File: src/rtl/core/aesx_pkg.sv
// Package for the extended-key AES core: S-box tables, GF(2^8) helpers,
// key-length decode, function codes and command/status types. No dependencies.
`default_nettype none
package aesx_pkg;

  localparam int MaxRoundsDefault = 22;

  localparam logic [1:0] FUNC_LOAD = 2'd0;
  localparam logic [1:0] FUNC_ENC  = 2'd1;
  localparam logic [1:0] FUNC_DEC  = 2'd2;

  localparam logic [7:0] RCON_INIT = 8'h01;

  typedef struct packed {
    logic load_key;     // write key word
    logic blk_cap;      // capture input block
    logic exp_start;    // clear expansion buffer from cipher key
    logic exp_step;     // generate one 4-byte key word
    logic blk_load;     // load block and add first round key
    logic rnd_step;     // one cipher round
    logic rnd_last;     // last round (no mix columns)
    logic dec;          // decrypt direction
  } aesx_cmd_t;

  typedef struct packed {
    logic exp_done;
    logic rnd_done;     // next round is the last
  } aesx_sts_t;

  function automatic logic [7:0] sbox(input logic [7:0] a);
    logic [7:0] t [256];
    t = '{8'h63,8'h7c,8'h77,8'h7b,8'hf2,8'h6b,8'h6f,8'hc5,8'h30,8'h01,8'h67,8'h2b,
      8'hfe,8'hd7,8'hab,8'h76,8'hca,8'h82,8'hc9,8'h7d,8'hfa,8'h59,8'h47,8'hf0,8'had,
      8'hd4,8'ha2,8'haf,8'h9c,8'ha4,8'h72,8'hc0,8'hb7,8'hfd,8'h93,8'h26,8'h36,8'h3f,
      8'hf7,8'hcc,8'h34,8'ha5,8'he5,8'hf1,8'h71,8'hd8,8'h31,8'h15,8'h04,8'hc7,8'h23,
      8'hc3,8'h18,8'h96,8'h05,8'h9a,8'h07,8'h12,8'h80,8'he2,8'heb,8'h27,8'hb2,8'h75,
      8'h09,8'h83,8'h2c,8'h1a,8'h1b,8'h6e,8'h5a,8'ha0,8'h52,8'h3b,8'hd6,8'hb3,8'h29,
      8'he3,8'h2f,8'h84,8'h53,8'hd1,8'h00,8'hed,8'h20,8'hfc,8'hb1,8'h5b,8'h6a,8'hcb,
      8'hbe,8'h39,8'h4a,8'h4c,8'h58,8'hcf,8'hd0,8'hef,8'haa,8'hfb,8'h43,8'h4d,8'h33,
      8'h85,8'h45,8'hf9,8'h02,8'h7f,8'h50,8'h3c,8'h9f,8'ha8,8'h51,8'ha3,8'h40,8'h8f,
      8'h92,8'h9d,8'h38,8'hf5,8'hbc,8'hb6,8'hda,8'h21,8'h10,8'hff,8'hf3,8'hd2,8'hcd,
      8'h0c,8'h13,8'hec,8'h5f,8'h97,8'h44,8'h17,8'hc4,8'ha7,8'h7e,8'h3d,8'h64,8'h5d,
      8'h19,8'h73,8'h60,8'h81,8'h4f,8'hdc,8'h22,8'h2a,8'h90,8'h88,8'h46,8'hee,8'hb8,
      8'h14,8'hde,8'h5e,8'h0b,8'hdb,8'he0,8'h32,8'h3a,8'h0a,8'h49,8'h06,8'h24,8'h5c,
      8'hc2,8'hd3,8'hac,8'h62,8'h91,8'h95,8'he4,8'h79,8'he7,8'hc8,8'h37,8'h6d,8'h8d,
      8'hd5,8'h4e,8'ha9,8'h6c,8'h56,8'hf4,8'hea,8'h65,8'h7a,8'hae,8'h08,8'hba,8'h78,
      8'h25,8'h2e,8'h1c,8'ha6,8'hb4,8'hc6,8'he8,8'hdd,8'h74,8'h1f,8'h4b,8'hbd,8'h8b,
      8'h8a,8'h70,8'h3e,8'hb5,8'h66,8'h48,8'h03,8'hf6,8'h0e,8'h61,8'h35,8'h57,8'hb9,
      8'h86,8'hc1,8'h1d,8'h9e,8'he1,8'hf8,8'h98,8'h11,8'h69,8'hd9,8'h8e,8'h94,8'h9b,
      8'h1e,8'h87,8'he9,8'hce,8'h55,8'h28,8'hdf,8'h8c,8'ha1,8'h89,8'h0d,8'hbf,8'he6,
      8'h42,8'h68,8'h41,8'h99,8'h2d,8'h0f,8'hb0,8'h54,8'hbb,8'h16};
    return t[a];
  endfunction

  function automatic logic [7:0] inv_sbox(input logic [7:0] a);
    logic [7:0] t [256];
    t = '{8'h52,8'h09,8'h6a,8'hd5,8'h30,8'h36,8'ha5,8'h38,8'hbf,8'h40,8'ha3,8'h9e,
      8'h81,8'hf3,8'hd7,8'hfb,8'h7c,8'he3,8'h39,8'h82,8'h9b,8'h2f,8'hff,8'h87,8'h34,
      8'h8e,8'h43,8'h44,8'hc4,8'hde,8'he9,8'hcb,8'h54,8'h7b,8'h94,8'h32,8'ha6,8'hc2,
      8'h23,8'h3d,8'hee,8'h4c,8'h95,8'h0b,8'h42,8'hfa,8'hc3,8'h4e,8'h08,8'h2e,8'ha1,
      8'h66,8'h28,8'hd9,8'h24,8'hb2,8'h76,8'h5b,8'ha2,8'h49,8'h6d,8'h8b,8'hd1,8'h25,
      8'h72,8'hf8,8'hf6,8'h64,8'h86,8'h68,8'h98,8'h16,8'hd4,8'ha4,8'h5c,8'hcc,8'h5d,
      8'h65,8'hb6,8'h92,8'h6c,8'h70,8'h48,8'h50,8'hfd,8'hed,8'hb9,8'hda,8'h5e,8'h15,
      8'h46,8'h57,8'ha7,8'h8d,8'h9d,8'h84,8'h90,8'hd8,8'hab,8'h00,8'h8c,8'hbc,8'hd3,
      8'h0a,8'hf7,8'he4,8'h58,8'h05,8'hb8,8'hb3,8'h45,8'h06,8'hd0,8'h2c,8'h1e,8'h8f,
      8'hca,8'h3f,8'h0f,8'h02,8'hc1,8'haf,8'hbd,8'h03,8'h01,8'h13,8'h8a,8'h6b,8'h3a,
      8'h91,8'h11,8'h41,8'h4f,8'h67,8'hdc,8'hea,8'h97,8'hf2,8'hcf,8'hce,8'hf0,8'hb4,
      8'he6,8'h73,8'h96,8'hac,8'h74,8'h22,8'he7,8'had,8'h35,8'h85,8'he2,8'hf9,8'h37,
      8'he8,8'h1c,8'h75,8'hdf,8'h6e,8'h47,8'hf1,8'h1a,8'h71,8'h1d,8'h29,8'hc5,8'h89,
      8'h6f,8'hb7,8'h62,8'h0e,8'haa,8'h18,8'hbe,8'h1b,8'hfc,8'h56,8'h3e,8'h4b,8'hc6,
      8'hd2,8'h79,8'h20,8'h9a,8'hdb,8'hc0,8'hfe,8'h78,8'hcd,8'h5a,8'hf4,8'h1f,8'hdd,
      8'ha8,8'h33,8'h88,8'h07,8'hc7,8'h31,8'hb1,8'h12,8'h10,8'h59,8'h27,8'h80,8'hec,
      8'h5f,8'h60,8'h51,8'h7f,8'ha9,8'h19,8'hb5,8'h4a,8'h0d,8'h2d,8'he5,8'h7a,8'h9f,
      8'h93,8'hc9,8'h9c,8'hef,8'ha0,8'he0,8'h3b,8'h4d,8'hae,8'h2a,8'hf5,8'hb0,8'hc8,
      8'heb,8'hbb,8'h3c,8'h83,8'h53,8'h99,8'h61,8'h17,8'h2b,8'h04,8'h7e,8'hba,8'h77,
      8'hd6,8'h26,8'he1,8'h69,8'h14,8'h63,8'h55,8'h21,8'h0c,8'h7d};
    return t[a];
  endfunction

  function automatic logic [7:0] xt(input logic [7:0] a);
    return {a[6:0], 1'b0} ^ (a[7] ? 8'h1b : 8'h00);
  endfunction

  // 2 and 3 multiples for forward mix; 9, 11, 13, 14 multiples for inverse mix
  function automatic logic [31:0] mix_col(input logic [31:0] c, input logic inv);
    logic [7:0] a [4];
    logic [7:0] x2 [4];
    logic [7:0] x4 [4];
    logic [7:0] x8 [4];
    logic [7:0] m9 [4];
    logic [7:0] mb [4];
    logic [7:0] md [4];
    logic [7:0] me [4];
    logic [7:0] m3 [4];
    logic [31:0] r;
    for (int k = 0; k < 4; k++) begin
      a[k] = c[31-8*k -: 8];
      x2[k] = xt(a[k]);
      x4[k] = xt(x2[k]);
      x8[k] = xt(x4[k]);
      m3[k] = x2[k] ^ a[k];
      m9[k] = x8[k] ^ a[k];
      mb[k] = x8[k] ^ x2[k] ^ a[k];
      md[k] = x8[k] ^ x4[k] ^ a[k];
      me[k] = x8[k] ^ x4[k] ^ x2[k];
    end
    if (!inv) begin
      r = {x2[0] ^ m3[1] ^ a[2] ^ a[3], a[0] ^ x2[1] ^ m3[2] ^ a[3],
           a[0] ^ a[1] ^ x2[2] ^ m3[3], m3[0] ^ a[1] ^ a[2] ^ x2[3]};
    end else begin
      r = {me[0] ^ mb[1] ^ md[2] ^ m9[3], m9[0] ^ me[1] ^ mb[2] ^ md[3],
           md[0] ^ m9[1] ^ me[2] ^ mb[3], mb[0] ^ md[1] ^ m9[2] ^ me[3]};
    end
    return r;
  endfunction

  function automatic logic [3:0] shift_src(input logic [3:0] i);
    logic [3:0] t [16];
    t = '{4'd0,4'd5,4'd10,4'd15,4'd4,4'd9,4'd14,4'd3,
          4'd8,4'd13,4'd2,4'd7,4'd12,4'd1,4'd6,4'd11};
    return t[i];
  endfunction

  function automatic logic [3:0] inv_shift_src(input logic [3:0] i);
    logic [3:0] t [16];
    t = '{4'd0,4'd13,4'd10,4'd7,4'd4,4'd1,4'd14,4'd11,
          4'd8,4'd5,4'd2,4'd15,4'd12,4'd9,4'd6,4'd3};
    return t[i];
  endfunction

  // key length in 4-byte words
  function automatic logic [4:0] key_words(input logic [2:0] ks);
    case (ks)
      3'd0: return 5'd4;
      3'd1: return 5'd6;
      3'd2: return 5'd8;
      3'd3: return 5'd12;
      default: return 5'd16;
    endcase
  endfunction

  function automatic logic [4:0] key_rounds(input logic [2:0] ks);
    case (ks)
      3'd0: return 5'd10;
      3'd1: return 5'd12;
      3'd2: return 5'd14;
      3'd3: return 5'd18;
      default: return 5'd22;
    endcase
  endfunction

endpackage
`default_nettype wire

File: src/rtl/core/aesx_ctrl.sv
// Controller for the extended-key AES core: sequences key expansion and rounds.
// Depends on aesx_pkg.
`default_nettype none
module aesx_ctrl (
  input  wire logic            clk,
  input  wire logic            rst,
  input  wire logic            in_valid,
  output logic                 in_stall,
  input  wire logic [1:0]      func,
  input  wire logic            cfg_we,
  output logic                 out_valid,
  input  wire logic            out_stall,
  output aesx_pkg::aesx_cmd_t  cmd,
  input  aesx_pkg::aesx_sts_t  sts
);
  import aesx_pkg::*;

  localparam logic [2:0] S_IDLE  = 3'd0;
  localparam logic [2:0] S_CLR   = 3'd1;
  localparam logic [2:0] S_EXP   = 3'd2;
  localparam logic [2:0] S_LOAD  = 3'd3;
  localparam logic [2:0] S_RND   = 3'd4;
  localparam logic [2:0] S_LAST  = 3'd5;
  localparam logic [2:0] S_KEY   = 3'd6;

  logic [2:0] state, state_next;
  logic       keys_ok, keys_ok_next;
  logic       dec, dec_next;
  logic       out_valid_next;

  wire accept = in_valid && !in_stall;

  always_comb begin
    state_next     = state;
    keys_ok_next   = keys_ok;
    dec_next       = dec;
    out_valid_next = out_valid && out_stall;
    cmd            = '0;
    cmd.dec        = dec;
    in_stall       = (state != S_IDLE) || out_valid;
    case (state)
      S_IDLE: begin
        if (accept) begin
          case (func)
            FUNC_LOAD: begin
              cmd.load_key = 1'b1;
              keys_ok_next = 1'b0;
            end
            FUNC_ENC, FUNC_DEC: begin
              dec_next   = (func == FUNC_DEC);
              state_next = keys_ok ? S_LOAD : S_CLR;
              cmd.blk_cap = 1'b1;
              // new direction already selects the first round key fetch
              cmd.dec     = (func == FUNC_DEC);
            end
            default: ;
          endcase
        end
      end
      S_CLR: begin
        cmd.exp_start = 1'b1;
        state_next = S_EXP;
      end
      S_EXP: begin
        cmd.exp_step = 1'b1;
        if (sts.exp_done) begin
          keys_ok_next = 1'b1;
          state_next   = S_KEY;
        end
      end
      // last round key lands at the end of expansion; fetch it in S_KEY
      S_KEY: begin
        state_next = S_LOAD;
      end
      S_LOAD: begin
        cmd.blk_load = 1'b1;
        state_next = S_RND;
      end
      S_RND: begin
        cmd.rnd_step = 1'b1;
        if (sts.rnd_done) state_next = S_LAST;
      end
      S_LAST: begin
        cmd.rnd_step   = 1'b1;
        cmd.rnd_last   = 1'b1;
        out_valid_next = 1'b1;
        state_next     = S_IDLE;
      end
      default: state_next = S_IDLE;
    endcase
    if (cfg_we) keys_ok_next = 1'b0;
  end

  always_ff @(posedge clk) begin
    if (rst) begin
      state     <= S_IDLE;
      keys_ok   <= 1'b0;
      dec       <= 1'b0;
      out_valid <= 1'b0;
    end else begin
      state     <= state_next;
      keys_ok   <= keys_ok_next;
      dec       <= dec_next;
      out_valid <= out_valid_next;
    end
  end
endmodule
`default_nettype wire

File: config.mk
export PLATFORM = sky130hd
export DESIGN_NAME = aesx_ctrl
export DESIGN_NICKNAME = d
export VERILOG_FILES = /design/src/rtl/core/aesx_pkg.sv /design/src/rtl/core/aesx_ctrl.sv
export SDC_FILE = /design/constraint.sdc
export NUM_CORES = 1
export LEC_CHECK = 0
export BUFFER_PORTS_ARGS = -buffer_cell sky130_fd_sc_hd__buf_2
export CORE_AREA = 2 2 39 41
export DETAILED_ROUTE_END_ITERATION = 7
export DIE_AREA = 0 0 41 43
export SLEW_MARGIN = 20
export SYNTH_ARGS = -nofsm -noshare
export SYNTH_HDL_FRONTEND = slang
export SYNTH_SLANG_ARGS = --single-unit
File: constraint.sdc
create_clock -name clk -period 3.26 [get_ports clk]
set_input_delay 0.652 -clock clk [delete_from_list [all_inputs] [get_ports clk]]
set_output_delay 0.652 -clock clk [all_outputs]
set_load 0.05 [all_outputs]
==> qor.yml, run 1 <==
floorplan:
  die_height_um: 43
  fp.coreArea_um2: 1380
  fp.dieArea_um2: 1760
  rows: 14
  number_of_ports_placed_on_the_die_boundary: 19
  die_w_um: 41
  initial_core_util_pct: 26.9
pwr:
  peak_supply_drop_uv: 164
  total_leakage_power_nw: 0.233
  power_per_cell_area_nw_per_um2: 458
  overall_power_of_the_completed_layout_uw: 221
min_path:
  holdPathStages: 2
  timing.hold.worst.class: "reg2reg"
cts:
  holdBufCountCts: 0
  postCtsSetupBuffers: 0
  clk_pin_slew_worst_paths_ps: 50
  cts.htree.levels: 1
  cts-buffers-inserted: 3
  ctsLongestPathBuffers: 2
  cts-root-buf: "sky130_fd_sc_hd__clkbuf_4"
  tritoncts: "done"
  postcts_resize_cnt: 0
  numClockSinks: 6
  clock_latency_of_the_later_clocked_register_in_the_worst_skew_pair_ps: 250
synth:
  synth_flop_cell: "sky130_fd_sc_hd__dfxtp_1"
  synth.top_cell.area_share_pct: 32.2
  synth_top_cells_by_area: "sky130_fd_sc_hd__dfxtp_1 (32%), sky130_fd_sc_hd__ha_1 (6.7%), sky130_fd_sc_hd__nand2_1 (4.0%)"
  ys_warn_count: 0
  async_flop_share_pct: 0
  netlist_instances: 43
  sequential_share_of_the_synthesized_area_pct: 32.2
  synth_area_leader_cell: "sky130_fd_sc_hd__dfxtp_1"
  synth_edf_count: 0
  synth_fp_nets: 54
  ys_seq_elements: 6
  yosys.cell_types.count: 26
  synthesis.area_per_instance_um2: 8.67
  netlist_area_um2: 373
  synth_commonest_cells: "sky130_fd_sc_hd__dfxtp_1 (6), sky130_fd_sc_hd__nand2_1 (4), sky130_fd_sc_hd__inv_1 (3), sky130_fd_sc_hd__nor2_1 (3)"
  leading_cell_type_by_number_of_instances_after_synthesis: "sky130_fd_sc_hd__dfxtp_1"
critical_path:
  setup.worst_path.class: "reg2out"
  r2r.worst_path.cells: 3
  timing.critical_path.slowest_cell_delay_ps: 600
  worst_path_max_delay_cell: "sky130_fd_sc_hd__or4_4"
  path_max_fanout: 9
  timing.critical_path.arrival_ps: 1900
  critical_path.startpoint_type: "register"
  crit_chain: "or4_4, nor2_4, mux2_1, buf_2"
  crit_required_ps: 2610
  worstSetupEndpointType: "output pin"
route:
  wirelength_um: 769
  routed_wire_length_per_instance_um: 9.99
  detail-route-antenna-nets: 0
  routed_via_density: 4.69
  drcViolationCount: 0
  route.vias.total: 361
  drt_iter0_drc: 4
  detail_route.first_pass.iterations: 3
finish:
  design.final.nets: 74
  layout-drive-gt1-share_pct: 37.7
  layout.filler_cells: 149
  layout-area-overhead-vs-synth_pct: 29.2
  final_core_util_pct: 34.8
  finalNonFillerCells: 77
  multiInputGateArea_um2: 218
  num_antenna_cells: 0
  ff_latch_area_um2: 120
placed_design:
  placed_cells: 74
  io_buffers: 18
  detailedPlacementHpwl_um: 625
  final_wtd_congestion: 0.731
sta:
  finalMaxSlewViolations: 0
  fin_tns_setup_ps: 0
  fmax_ghz: 0.391
  final.min_clock_period_ps: 2560
  finalHoldWorstSlack_ps: 464
  timing_hold_violations_final: 0
  maxSlewHeadroom_pct: 81.2
  grt_setup_unrepaired: "no"
  worstMarginPinSlew_ps: 282
  setup_violations: 0
  clock-skew-final_ps: 7.57
  post-route-period-util_pct: 78.4
global_routing:
  first_global_vias: 304
  grt_start_max_net_pins: 11
  antenna_found_initial: 0
  track_usage_pct: 10.3
  grt_pass1_wl_um: 1190
  global_route.overflow_total: 0
run_status:
  run_status: "finished, final reports clean"
run:
  drv_cap: 0
-- per-stage QoR --
step,area (µm²),worst slack (ps)
global placement,459,804
global route,482,624
floorplan,373,606
finish,482,704
CTS,482,689
detailed placement,459,778
-- flip-flops by register name, summed over array words and instances, names as in the netlist --
| name | cells |
|---|---|
| dec | 1 |
| state | 3 |
| out_valid | 1 |
| keys_ok | 1 |
-- placed cells by master (no fill, tap or decap) --
master	netlist	routed
sky130_fd_sc_hd__a211o_1	1	1
sky130_fd_sc_hd__a211oi_1	1	1
sky130_fd_sc_hd__a21oi_1	1	1
sky130_fd_sc_hd__a22oi_1	1	1
sky130_fd_sc_hd__a2bb2oi_1	1	1
sky130_fd_sc_hd__and2_1	1	1
sky130_fd_sc_hd__buf_2	1	18
sky130_fd_sc_hd__clkbuf_4	0	3
sky130_fd_sc_hd__dfxtp_1	6	6
sky130_fd_sc_hd__ha_1	2	2
sky130_fd_sc_hd__inv_1	3	3
sky130_fd_sc_hd__mux2_1	1	1
sky130_fd_sc_hd__mux2i_1	1	1
sky130_fd_sc_hd__nand2_1	4	4
sky130_fd_sc_hd__nand2b_1	2	2
sky130_fd_sc_hd__nand4b_1	1	1
sky130_fd_sc_hd__nor2_1	3	3
sky130_fd_sc_hd__nor2_4	1	1
sky130_fd_sc_hd__nor2b_1	1	1
sky130_fd_sc_hd__nor3_1	2	2
sky130_fd_sc_hd__nor3b_1	2	2
sky130_fd_sc_hd__o21ai_0	2	2
sky130_fd_sc_hd__o21ai_1	1	1
sky130_fd_sc_hd__o41a_1	1	1
sky130_fd_sc_hd__or4_4	1	1
-- worst max-delay path, delay by kind of cell (launching register included) --
family / cells / cell delay, ps
flip-flops: 1 / 370
multiplexers: 1 / 320
buffers and inverters: 1 / 210
AND/OR/NAND/NOR: 2 / 750
-- area by class of cell --
cell class | count | area share, %
clock buffers | 3 | 4.68
inverters | 3 | 2.34
multi-input cells | 31 | 45.2
flip-flops and latches | 6 | 24.9
well taps | 16 | 4.16
repair buffers | 18 | 18.7
-- cell families after synthesis --
logic type | after synthesis | share of synthesized area, %
AND/OR/NAND/NOR | 18 | 28.9
AO/OA/AOI/OAI | 9 | 17.1
buffers and inverters | 6 | 9.40
flip-flops | 6 | 32.2
multiplexers | 2 | 5.70
adder cells (fa/ha/maj) | 2 | 6.71
-- worst paths after layout --
check / to / start / slack, ps
worst max-delay path: cmd[0] / state[2] / 700
worst min-delay path: dec / dec / 460
worst max register to register: dec / state[2] / 1890
worst min register to register: dec / dec / 460
-- layer usage --
layer  share of wire (%)  vias to the layer above  GRT usage (%)  wire length, µm
met5                   0                        -              0                0
met4                   0                        0           4.00                0
met3                 7.4                        0           6.28               57
met2                  49                       15           14.7              377
met1                  43                      158           11.9              334
li1                    -                      188              -                -
-- power breakdown --
part | internal [mW] | switching (mW) | leakage, nW | total [mW]
clock network | 0.0417 | 0.0273 | 0.0138 | 0.0690
logic | 0.0219 | 0.0470 | 0.171 | 0.0689
registers | 0.0771 | 0.00559 | 0.0487 | 0.0827
(Power assumes the default switching activity.)
==> run 2: changes to the inputs <==
- ABC_AREA: not set -> 1
- clock period: 3.26 -> 2.2 ns (I/O delays scaled with it)
==> qor.yml, run 2 <==
run_status:
  run_status: "finished, final reports clean"
synth:
  synth_commonest_cells: "sky130_fd_sc_hd__inv_1 (10), sky130_fd_sc_hd__nand2_1 (10), sky130_fd_sc_hd__nor2_1 (10)"
  synth.top_cell.area_share_pct: 27.6  # -4.6 points
  ys_seq_elements: 6  # unchanged
  synth_area_leader_cell: "sky130_fd_sc_hd__dfxtp_1"
  synth_edf_count: 0  # unchanged
  yosys.cell_types.count: 20  # -23%
  synth_flop_cell: "sky130_fd_sc_hd__dfxtp_1"
  async_flop_share_pct: 0  # unchanged
  netlist_area_um2: 435  # +17%
  synth_fp_nets: 74  # +37%
  synth_top_cells_by_area: "sky130_fd_sc_hd__dfxtp_1 (28%), sky130_fd_sc_hd__inv_1 (8.6%), sky130_fd_sc_hd__nand2_1 (8.6%)"
  sequential_share_of_the_synthesized_area_pct: 27.6  # -4.6 points
  synthesis.area_per_instance_um2: 6.91  # -20%
  netlist_instances: 63  # +47%
  ys_warn_count: 0  # unchanged
sta:
  worstMarginPinSlew_ps: 378  # +96.3 ps
  fmax_ghz: 0.521
  maxSlewHeadroom_pct: 74.6  # -6.5 points
  fin_tns_setup_ps: 0  # unchanged
  timing_hold_violations_final: 0  # unchanged
  clock-skew-final_ps: 1.27  # -6.30 ps
  finalMaxSlewViolations: 0  # unchanged
  final.min_clock_period_ps: 1920
  grt_setup_unrepaired: "no"
  post-route-period-util_pct: 87.2
  setup_violations: 0  # unchanged
  post-route-worst-setup-slack_ps: 281  # -422 ps
route:
  detail-route-antenna-nets: 0  # unchanged
  route.vias.total: 441  # +22%
  routed_via_density: 4.45  # -5.0%
  wirelength_um: 852  # +11%
  routed_wire_length_per_instance_um: 8.61  # -14%
  detail_route.first_pass.iterations: 2  # -1
  drcViolationCount: 0  # unchanged
  drt_iter0_drc: 3  # -1
cts:
  ctsLongestPathBuffers: 2  # unchanged
  postcts_resize_cnt: 0  # unchanged
  postCtsSetupBuffers: 0  # unchanged
  clk_pin_slew_worst_paths_ps: 50  # about the same
  tritoncts: "done"
  clock_latency_of_the_later_clocked_register_in_the_worst_skew_pair_ps: 240  # about the same
  numClockSinks: 6  # unchanged
  cts-buffers-inserted: 3  # unchanged
  cts.htree.levels: 1  # unchanged
  holdBufCountCts: 0  # unchanged
  cts-root-buf: "sky130_fd_sc_hd__clkbuf_4"
global_routing:
  track_usage_pct: 13.0  # +2.7 points
  first_global_vias: 386  # +27%
  antenna_found_initial: 0  # unchanged
  global_route.overflow_total: 0  # unchanged
  grt_pass1_wl_um: 1550  # +30%
  grt_start_max_net_pins: 7  # -4
critical_path:
  worstSetupEndpointType: "output pin"
  crit_required_ps: 1760  # -850 ps
  setup.worst_path.class: "reg2out"
  path_max_fanout: 4  # -5
  critical_path.startpoint_type: "register"
  timing.critical_path.arrival_ps: 1480  # -420 ps
finish:
  finalNonFillerCells: 99  # +29%
  post-route-cell-area_um2: 561  # +16%
  commonest_cells_after_routing_fill_and_taps_aside: "sky130_fd_sc_hd__buf_2 (18), sky130_fd_sc_hd__nand2_1 (10), sky130_fd_sc_hd__nor2_1 (10), sky130_fd_sc_hd__inv_1 (10), sky130_fd_sc_hd__dfxtp_1 (6)"
  max_flop_register: "state"
  layout-drive-gt1-share_pct: 43.4  # +5.7 points
  num_antenna_cells: 0  # unchanged
  largest_reg_flops: 3  # unchanged
  layout.filler_cells: 163  # +9.4%
  layout_commonest_cell: "sky130_fd_sc_hd__buf_2"
  design.final.nets: 96  # +30%
  layout-area-overhead-vs-synth_pct: 28.7
floorplan:
  initial_core_util_pct: 31.5  # +4.5 points
  fp.dieArea_um2: 1760  # unchanged
  fp.coreArea_um2: 1380  # unchanged
  number_of_ports_placed_on_the_die_boundary: 19  # unchanged
  die_height_um: 43  # unchanged
  die_w_um: 41  # unchanged
  rows: 14  # unchanged
placed_design:
  io_buffers: 18  # unchanged
  detailedPlacementHpwl_um: 725  # +16%
  worst_case_setup_slack_after_placement_ps: 327  # -451 ps
  final_wtd_congestion: 0.716  # -2.1%
  placed_cell_area_um2: 538  # +17%
  placed_cells: 96  # +30%
run:
  drv_cap: 0  # unchanged
pwr:
  total_leakage_power_nw: 0.318  # +36%
  peak_supply_drop_uv: 738  # +350%
  power_per_cell_area_nw_per_um2: 1480  # +220%
min_path:
  timing.hold.worst.class: "in2reg"
[run 2: cell types whose count changed after synthesis, sizes merged, moves of 2 or more]
cell | previous run | this run
inv | 3 | 14
nor2 | 4 | 13
buf | 3 | 1
nor3 | 2 | 0
nor3b | 2 | 0
nand3 | 0 | 5
a21oi | 1 | 5
nand2b | 2 | 0
nand2 | 4 | 12
[run 2: routing by layer]
metal,up-vias,global-route usage (%),share of wire [%]
li1,234,-,-
met4,0,10.0,0.94
met1,192,19.7,48
met3,2,1.57,6.5
met5,-,0,0
met2,13,15.6,44
[run 2: cell type report]
| class | instances | area (µm²) | share of cell area, % |
|---|---|---|---|
| Clock buffer | 3 | 22.5 | 4.02 |
| Inverter | 14 | 57.6 | 10.3 |
| Multi-Input combinational cell | 42 | 250 | 44.6 |
| Sequential cell | 6 | 120 | 21.4 |
| Tap cell | 16 | 20.0 | 3.57 |
| Timing Repair Buffer | 18 | 90.1 | 16.1 |
[run 2: kinds of logic after synthesis]
logic type	synth area share (%)
and+or+nand+nor	39.9
DFF	27.6
buffers and inverters	14.9
adders and majority gates	5.75
AOI/OAI and AO/OA	11.8
[run 2: worst paths after layout]
| path | startpoint | end | slack [ps] | cells past startpoint |
|---|---|---|---|---|
| worst min-delay path | cfg_we | keys_ok | 430 | 3 |
| worst max register to register | state[1] | dec | 1060 | 6 |
| worst max-delay path | state[1] | cmd[0] | 280 | 8 |
| worst min register to register | keys_ok | keys_ok | 470 | 2 |
[run 2: worst max-delay path: stages (launching register included)]
cell	delay (ps)
sky130_fd_sc_hd__dfxtp_1	340
sky130_fd_sc_hd__inv_2	90
sky130_fd_sc_hd__nand2_4	60
sky130_fd_sc_hd__nor2_4	120
sky130_fd_sc_hd__nand3_2	140
sky130_fd_sc_hd__nor2_4	110
sky130_fd_sc_hd__nand2_2	60
sky130_fd_sc_hd__nand2_1	60
sky130_fd_sc_hd__buf_2	250
[run 2: through the flow]
stage	hold slack (ps)	power (mW)	utilization, %
after floorplan	450	0.637	-
after global placement	465	0.734	38.9
after detailed placement	469	0.737	38.9
after CTS	425	0.842	40.5
after global routing	433	0.898	40.5
final	429	0.832	40.5
[run 2: power by group]
part / switching [mW] / total, mW / internal [mW] / leakage [nW]
clock: 0.0397 / 0.101 / 0.0617 / 0.0138
sequential: 0.0364 / 0.173 / 0.136 / 0.0489
combinational: 0.406 / 0.558 / 0.152 / 0.255
